**src/sv/msb_pkg.sv**
```systemverilog
// Package for the min-id switch buffer: transaction types, command and
// result-kind codes. No dependencies.
`timescale 1ns / 1ps
`default_nettype none

package msb_pkg;

  localparam int ID_W   = 31;
  localparam int CMD_W  = 2;
  localparam int PORT_W = 2;
  localparam int KIND_W = 2;
  localparam int CAP_W  = 5;

  localparam logic [CMD_W-1:0] CMD_ARRIVAL = 2'd0;
  localparam logic [CMD_W-1:0] CMD_PERIOD  = 2'd1;
  localparam logic [CMD_W-1:0] CMD_SEND    = 2'd2;
  localparam logic [CMD_W-1:0] CMD_FREE    = 2'd3;

  localparam logic [KIND_W-1:0] KIND_CREDIT = 2'd0;
  localparam logic [KIND_W-1:0] KIND_PACKET = 2'd1;
  localparam logic [KIND_W-1:0] KIND_DROP   = 2'd2;

  localparam logic [CAP_W-1:0] CAP_RESET = 5'd16;

  typedef struct packed {
    logic [CMD_W-1:0]  command;
    logic [PORT_W-1:0] in_port;
    logic [ID_W-1:0]   in_id;
  } in_t;

  typedef struct packed {
    logic [KIND_W-1:0] result_kind;
    logic [PORT_W-1:0] out_port;
    logic [ID_W-1:0]   out_id;
  } out_t;

endpackage

`default_nettype wire

```
**src/sv/msb_fifo.sv**
```systemverilog
// Id FIFO with a registered head word, read through a local memory.
// Standalone; the top level instantiates it for every entry queue and the exit queue.
`timescale 1ns / 1ps
`default_nettype none

module msb_fifo #(
  parameter int DEPTH = 16,
  parameter int W     = 31
) (
  input  wire logic                       clk,
  input  wire logic                       rst_n,
  input  wire logic                       push,
  input  wire logic                       pop,
  input  wire logic [W-1:0]               wr_data,
  output logic      [W-1:0]               head,
  output logic      [$clog2(DEPTH+1)-1:0] count
);

  localparam int AW = $clog2(DEPTH);
  localparam int CW = $clog2(DEPTH + 1);
  localparam logic [AW-1:0] LAST = AW'(DEPTH - 1);

  logic [W-1:0]  mem_r [DEPTH];
  logic [W-1:0]  head_r;
  logic [AW-1:0] rd_ptr_r, rd_ptr_nxt;
  logic [AW-1:0] wr_ptr_r, wr_ptr_nxt;
  logic [CW-1:0] count_r, count_nxt;

  always_comb begin
    rd_ptr_nxt = rd_ptr_r;
    wr_ptr_nxt = wr_ptr_r;
    if (pop) begin
      rd_ptr_nxt = (rd_ptr_r == LAST) ? '0 : rd_ptr_r + AW'(1);
    end
    if (push) begin
      wr_ptr_nxt = (wr_ptr_r == LAST) ? '0 : wr_ptr_r + AW'(1);
    end
    count_nxt = count_r + CW'(push) - CW'(pop);
  end

  always_ff @(posedge clk) begin
    if (!rst_n) begin
      rd_ptr_r <= '0;
      wr_ptr_r <= '0;
      count_r  <= '0;
    end else begin
      rd_ptr_r <= rd_ptr_nxt;
      wr_ptr_r <= wr_ptr_nxt;
      count_r  <= count_nxt;
    end
  end

  // bypass the write when it lands on the next head slot
  always_ff @(posedge clk) begin
    if (push) begin
      mem_r[wr_ptr_r] <= wr_data;
    end
    if (push && (wr_ptr_r == rd_ptr_nxt)) begin
      head_r <= wr_data;
    end else begin
      head_r <= mem_r[rd_ptr_nxt];
    end
  end

  assign head  = head_r;
  assign count = count_r;

endmodule

`default_nettype wire

```
**src/sv/min_id_switch_buffer_top.sv**
```systemverilog
// Top level of the min-id switch buffer: entry queues, smallest-id arbiter,
// exit queue and channel busy flag. Uses msb_pkg and msb_fifo.
//
//   port group   direction  payload       handshake
//   in_*         input      msb_pkg::in_t  in_valid / in_stall
//   out_*        output     msb_pkg::out_t out_valid / out_stall
//   cfg_*        input      exit_capacity  cfg_wr_en, no wait
//
// One transaction per cycle while out_* is not stalled: a transaction is registered,
// then handled in one pass against the FIFO head registers and written to the result register.
// rst_n is synchronous; it empties every queue, clears busy, sets capacity 16.
// A stalled result blocks the handling stage; the input register still takes
// one more transaction behind it.
`timescale 1ns / 1ps
`default_nettype none

module min_id_switch_buffer_top #(
  parameter int NUM_PORTS   = 3,
  parameter int ENTRY_DEPTH = 16,
  parameter int EXIT_DEPTH  = 16
) (
  input  wire logic                        clk,
  input  wire logic                        rst_n,
  input  wire logic                        in_valid,
  output logic                             in_stall,
  input  wire msb_pkg::in_t                in_data,
  output logic                             out_valid,
  input  wire logic                        out_stall,
  output msb_pkg::out_t                    out_data,
  input  wire logic                        cfg_wr_en,
  input  wire logic [msb_pkg::CAP_W-1:0]   cfg_wr_data
);

  localparam int ECW  = $clog2(ENTRY_DEPTH + 1);
  localparam int XCW  = $clog2(EXIT_DEPTH + 1);
  localparam int PIW  = $clog2(NUM_PORTS);
  localparam int CMPW = (XCW > msb_pkg::CAP_W) ? XCW : msb_pkg::CAP_W;
  localparam int IDW  = msb_pkg::ID_W;

  logic                      inq_valid_r;
  msb_pkg::in_t              inq_data_r;
  logic                      out_valid_r;
  msb_pkg::out_t             out_data_r;
  logic [msb_pkg::CAP_W-1:0] cap_r;
  logic                      busy_r, busy_nxt;

  logic                      advance;
  logic                      fire;
  logic [msb_pkg::CMD_W-1:0] cmd;

  logic [IDW-1:0]            ent_head [NUM_PORTS];
  logic [ECW-1:0]            ent_cnt  [NUM_PORTS];
  logic [NUM_PORTS-1:0]      ent_push;
  logic [NUM_PORTS-1:0]      ent_pop;
  logic [NUM_PORTS-1:0]      ent_hit;
  logic [NUM_PORTS-1:0]      ent_full;

  logic [IDW-1:0]            exit_head;
  logic [XCW-1:0]            exit_cnt;
  logic                      exit_push;
  logic                      exit_pop;
  logic                      exit_room;

  logic                      found;
  logic [PIW-1:0]            best_p;
  logic [IDW-1:0]            best_id;
  logic                      drop;
  logic                      has_res;
  msb_pkg::out_t             res;

  assign cmd      = inq_data_r.command;
  assign advance  = !(out_valid_r && out_stall);
  assign fire     = inq_valid_r && advance;
  assign in_stall = inq_valid_r && !advance;

  always_ff @(posedge clk) begin
    if (!rst_n) begin
      inq_valid_r <= 1'b0;
    end else if (!in_stall) begin
      inq_valid_r <= in_valid;
    end
  end

  always_ff @(posedge clk) begin
    if (!in_stall && in_valid) begin
      inq_data_r <= in_data;
    end
  end

  always_ff @(posedge clk) begin
    if (!rst_n) begin
      cap_r <= msb_pkg::CAP_RESET;
    end else if (cfg_wr_en) begin
      cap_r <= cfg_wr_data;
    end
  end

  genvar gp;
  generate
    for (gp = 0; gp < NUM_PORTS; gp++) begin : g_entry
      assign ent_hit[gp]  = (int'(inq_data_r.in_port) == gp);
      assign ent_full[gp] = (int'(ent_cnt[gp]) == ENTRY_DEPTH);
      assign ent_push[gp] = fire && (cmd == msb_pkg::CMD_ARRIVAL) && ent_hit[gp]
                            && !ent_full[gp];
      assign ent_pop[gp]  = exit_push && (best_p == PIW'(gp));

      msb_fifo #(
        .DEPTH (ENTRY_DEPTH),
        .W     (IDW)
      ) u_entry (
        .clk     (clk),
        .rst_n   (rst_n),
        .push    (ent_push[gp]),
        .pop     (ent_pop[gp]),
        .wr_data (inq_data_r.in_id),
        .head    (ent_head[gp]),
        .count   (ent_cnt[gp])
      );
    end
  endgenerate

  // smallest head wins, ties to the lowest port
  always_comb begin
    found   = 1'b0;
    best_p  = '0;
    best_id = '0;
    drop    = 1'b0;
    for (int p = 0; p < NUM_PORTS; p++) begin
      if ((ent_cnt[p] != '0) && (!found || (ent_head[p] < best_id))) begin
        found   = 1'b1;
        best_p  = PIW'(p);
        best_id = ent_head[p];
      end
      drop = drop | (ent_hit[p] & ent_full[p]);
    end
  end

  assign exit_room = (CMPW'(exit_cnt) < CMPW'(cap_r)) && (int'(exit_cnt) < EXIT_DEPTH);
  assign exit_push = fire && (cmd == msb_pkg::CMD_PERIOD) && exit_room && found;
  assign exit_pop  = fire && (cmd == msb_pkg::CMD_SEND) && (exit_cnt != '0) && !busy_r;

  msb_fifo #(
    .DEPTH (EXIT_DEPTH),
    .W     (IDW)
  ) u_exit (
    .clk     (clk),
    .rst_n   (rst_n),
    .push    (exit_push),
    .pop     (exit_pop),
    .wr_data (best_id),
    .head    (exit_head),
    .count   (exit_cnt)
  );

  always_comb begin
    has_res  = 1'b0;
    res      = '0;
    busy_nxt = busy_r;
    unique case (cmd)
      msb_pkg::CMD_ARRIVAL: begin
        has_res         = drop;
        res.result_kind = msb_pkg::KIND_DROP;
        res.out_port    = inq_data_r.in_port;
        res.out_id      = inq_data_r.in_id;
      end
      msb_pkg::CMD_PERIOD: begin
        has_res         = exit_push;
        res.result_kind = msb_pkg::KIND_CREDIT;
        res.out_port    = msb_pkg::PORT_W'(best_p);
      end
      msb_pkg::CMD_SEND: begin
        has_res         = exit_pop;
        res.result_kind = msb_pkg::KIND_PACKET;
        res.out_id      = exit_head;
        if (exit_pop) begin
          busy_nxt = 1'b1;
        end
      end
      msb_pkg::CMD_FREE: begin
        busy_nxt = 1'b0;
      end
      default: begin
        busy_nxt = busy_r;
      end
    endcase
  end

  always_ff @(posedge clk) begin
    if (!rst_n) begin
      busy_r <= 1'b0;
    end else if (fire) begin
      busy_r <= busy_nxt;
    end
  end

  always_ff @(posedge clk) begin
    if (!rst_n) begin
      out_valid_r <= 1'b0;
    end else if (advance) begin
      out_valid_r <= fire && has_res;
    end
  end

  always_ff @(posedge clk) begin
    if (advance) begin
      out_data_r <= res;
    end
  end

  assign out_valid = out_valid_r;
  assign out_data  = out_data_r;

  a_one_pop : assert property (@(posedge clk) disable iff (!rst_n)
    $onehot0(ent_pop) && (exit_push == (ent_pop != '0)))
    else $error("entry pop does not match exit transfer");

  a_send_busy : assert property (@(posedge clk) disable iff (!rst_n)
    exit_pop |=> busy_r)
    else $error("channel not busy after a send");

  a_exit_bound : assert property (@(posedge clk) disable iff (!rst_n)
    (int'(exit_cnt) <= EXIT_DEPTH) && !(exit_push && (ent_push != '0)))
    else $error("exit queue overflow or conflicting queue writes");

endmodule

`default_nettype wire
```
**config.mk**
```make
export PLATFORM = sky130hd
export DESIGN_NAME = min_id_switch_buffer_top
export DESIGN_NICKNAME = d
export VERILOG_FILES = /design/src/sv/msb_pkg.sv /design/src/sv/msb_fifo.sv /design/src/sv/min_id_switch_buffer_top.sv
export SDC_FILE = /design/constraint.sdc
export NUM_CORES = 2
export LEC_CHECK = 0
export BUFFER_PORTS_ARGS = -buffer_cell sky130_fd_sc_hd__clkbuf_2
export CAP_MARGIN = 30
export CORE_MARGIN = 3
export CORE_UTILIZATION = 63
export DETAILED_ROUTE_END_ITERATION = 7
export GPL_TIMING_DRIVEN = 1
export MAX_ROUTING_LAYER = met4
export PLACE_DENSITY = 0.77
export SYNTH_ARGS = -nofsm -noshare
export SYNTH_HDL_FRONTEND = slang
export SYNTH_HIERARCHICAL = 1
export SYNTH_SLANG_ARGS = --single-unit
```
**constraint.sdc**
```tcl
create_clock -name clk -period 8.99 [get_ports clk]
set_clock_uncertainty 0.05 [all_clocks]
set_input_delay 0 -clock clk [delete_from_list [all_inputs] [get_ports clk]]
set_output_delay 0 -clock clk [all_outputs]
set_load 0.03 [all_outputs]
```
==> results.rst <==
.. list-table::
   :header-rows: 1

   * - Metric
     - Value
   * - Status
     - finished, final reports clean
   * - GRT Total Usage
     - 0.324
   * - Post-synth EDFFs
     - 2054
   * - Mapped cell area
     - approximately 83000 µm²
   * - Worst hold path type
     - in -> reg
   * - Via count of the first global-routing pass
     - ~44000
   * - Post-synthesis simple-gate area fraction
     - 0.0275
   * - Count of buffer and inverter cells on the critical path
     - 4
   * - Maximum count of clock buffers along a single path
     - 3
   * - Maximum number of pins on one net before global-route repair
     - 59
   * - Detailed placement HPWL
     - about 120000 µm
   * - Share of synthesized area occupied by flip-flops and latches
     - 0.760
   * - Clock tree from TritonCTS
     - done
   * - Wire length of the first global-routing pass
     - around 300000 µm
   * - Global placer's final weighted congestion
     - just over 0.9
   * - Average detailed-routed wire length per instance
     - roughly 34 µm
   * - Share of cells above drive strength 1
     - 0.252
   * - Worst endpoint data arrival time
     - between 9000 and 10000 ps
   * - Die area
     - roughly 140000 µm²
   * - Gate family responsible for the most delay along the worst path
     - compound AO/OA/AOI/OAI gates
   * - Slew Viols, Final
     - 0
   * - Static leakage
     - 30.1 nW
   * - Max H-tree Level
     - 4
   * - Multiplexer area fraction after synthesis
     - 0.143
   * - Clock input transition at the sequential cells of the worst setup and hold paths
     - 60 ps
   * - TNS Setup
     - 0 ps
   * - Width of the chip
     - 369 µm
   * - Complex-gate fraction of the synthesized area
     - 0.0346
   * - Final clock period utilization by the worst path
     - 0.940
   * - Ys async rst share
     - 0
   * - Post-Syn Instances
     - 3980
   * - Flip-flop and latch count after synthesis
     - ~2100
   * - Slowest cell on the critical path
     - dfxtp_4
   * - Combined area of the multi-input logic cells
     - 18700 µm²
   * - Xor/xnor cell area share of the yosys netlist
     - 0.00168
   * - Fraction of synthesized cell area taken by the top area cell type
     - 0.742
   * - Initial antenna violation count
     - 7
   * - Fmax achieved
     - about 120 MHz
   * - Crit. End Element
     - flip-flop
   * - Vertical die dimension
     - 369 µm
   * - Final period demand of the worst path
     - about 8400 ps
   * - Worst hold slack after final layout
     - 297 ps
   * - Seq. cell area
     - 63200 µm²
   * - Routed Antenna Nets
     - 0
   * - Number of unique standard cell types used by synthesis
     - 53
   * - Measured slew at the worst slew-check pin
     - 1030 ps
   * - Final #Nets
     - 4511
   * - Latest clock arrival within the worst-skew pair
     - ~840 ps
   * - Area post-placement
     - roughly 87000 µm²
   * - Maximum vdd drop
     - about 0.00024 V
   * - Post-synthesis net count
     - 4133
   * - Setup repair after global routing missed its margin
     - false
   * - Overall overflow remaining after global route
     - 0
   * - Area growth from synthesis to layout
     - 13.4%
   * - Number of clock sinks
     - 2130
   * - Final count of negative-setup-slack endpoints
     - 0
   * - Final Hold Fails
     - 0
   * - Detailed-route via count
     - 43200
   * - Via density per instance
     - 6.89
   * - Count of buffers inserted at the top-level ports
     - between 80 and 90
   * - Largest family of logic cells by synthesized area
     - multiplexers
   * - Cell type contributing the most total cell area after synthesis
     - edfxtp_1
   * - Clock buffers created by TritonCTS
     - approximately 200
   * - Worst relative slew slack
     - 0.307
   * - Endpoint required time on the critical path
     - approximately 9700 ps
   * - Worst-path maximum fanout
     - 24
   * - Adder and majority cell fraction of the synthesized area
     - 0.0166
   * - Yosys warns
     - 6
   * - Top cells by area in the synthesized netlist
     - edfxtp_1, mux4_2, a22oi_1
   * - Final non-filler cell area
     - approximately 94000 µm²
   * - Most common cell type on the critical path
     - ha_1
   * - Critical path launch point type
     - flip-flop
   * - Total wire length after detailed routing
     - 212000 µm
   * - Drt pass-1 iters
     - 6
   * - Slowest Stage Delay on Critical Path
     - ~650 ps
   * - PD cells
     - ~250 nW/µm²
   * - Core Region
     - between 100000 and 150000 µm²
   * - Post-Route Utilization
     - 0.724
   * - FILL cells
     - 7084
   * - Max capacitance violation total
     - 0
   * - Root buffer cell
     - clkbuf_16
   * - Number of ports placed on the die boundary
     - about 80
   * - Category of the most critical setup path
     - reg -> reg
   * - Dominant synthesized flop cell
     - edfxtp_1
   * - Violation count after the first detailed-route iteration
     - between 6000 and 7000
   * - Mapped Avg Cell Area
     - ~21 µm²
   * - FP Rows
     - 132
   * - Effective utilization at floorplan
     - 0.638
   * - Number of DRC violations after detailed routing
     - 0
==> power breakdown <==
group          total, mW  internal (mW)  switching [mW]
logic               3.34           1.06            2.28
clock network       8.19           4.61            3.58
registers           12.0           11.9          0.0722
==> worst reg2reg max path: cells and delay by family (launching register included) <==
family | cells | cell delay (ps)
AO/OA/AOI/OAI | 12 | 3070
multiplexers | 1 | 530
flip-flops | 1 | 650
buffers and inverters | 4 | 670
AND/OR/NAND/NOR | 8 | 2060
adder cells (fa/ha/maj) | 5 | 1310
==> cells by family after synthesis <==
group           Yosys count
buf+inv                 282
fa+ha+maj               108
flops                  2130
simple gates            478
xor+xnor                 16
compound gates          397
mux                     569
==> synth_stat cells, types with 9 or more instances <==
cell      instances
dfxtp_1          76
o21ai_1           9
ha_1            104
clkbuf_1        104
nand4_1          18
a22oi_1         248
edfxtp_1       2054
mux2i_1          69
nor3b_1          11
nand2_1         198
nor2b_1          23
nand2b_1          9
and2_1           89
mux4_2          496
inv_1            79
a21oi_1          39
buf_6            33
nor2_1           76
a32oi_1          30
a211oi_1          9
buf_2            55
nor3_1           12
nand3_1          23
a21o_1           12
o21ai_0          18
==> cells in the final DEF (no fill, tap or decap), drive strengths merged, types with 39 or more instances in the layout <==
cell,n
a22oi,248
clkinv,86
nand2,198
nor2,76
and2,89
mux2i,69
a21oi,39
ha,104
edfxtp,2054
dlygate4sd3,96
mux4,496
inv,88
clkbuf,336
buf,199
dfxtp,76
==> state kept, by name, summed over array words and instances (netlist names), named ones only <==
signal	flops
cmd	2
u_exit/wr_ptr_r	4
out_valid	1
u_exit/count	5
g_entry.u_entry/rd_ptr_r	12
g_entry.u_entry/wr_ptr_r	12
g_entry.u_entry/mem_r	1488
u_exit/mem_r	496
g_entry.u_entry/count	15
busy_r	1
inq_data_r	33
u_exit/rd_ptr_r	4
cap_r	5
out_data	35
inq_valid_r	1
==> through the flow <==
step	total power, mW	cells	setup WS (ps)
final	23.5	6271	541
after global routing	24.2	6267	20.2
after CTS	23.5	6252	389
after detailed placement	15.4	5789	455
after global placement	15.2	5765	583
after floorplan	14.0	3980	1940
==> final cells by class <==
class,count,area share
inverters,83,0.00330
clock buffers,255,0.0571
well taps,1742,0.0231
multi-input cells,1568,0.199
repair buffers,376,0.0376
diodes,5,0.000133
flip-flops and latches,2130,0.670
clock inverters,112,0.0101
==> worst paths after layout <==
check | from | endpoint | slack, ps | cells past startpoint
hold reg to reg | busy_r | busy_r | 410 | 2
setup reg to reg | flip-flop | g_entry[1].u_entry/count[4] | 540 | 30
hold / removal | in_valid | inq_data_r[32] | 300 | 3
setup / recovery | flip-flop | g_entry[1].u_entry/count[4] | 540 | 30
==> repair_timing <==
item / in CTS / in global routing
setup endpoints to repair: 0 / 6
setup buffers: 0 / 1
endpoints found under the hold margin: 165 / 0
hold buffers: 96 / 0
gates resized for setup: 0 / 5
==> per-layer routing <==
layer	routed length, µm	track usage
met2	100000	0.474
met1	76600	0.451
met5	0	-
met4	8420	0.125
met3	26600	0.0813
(Power assumes the default switching activity.)
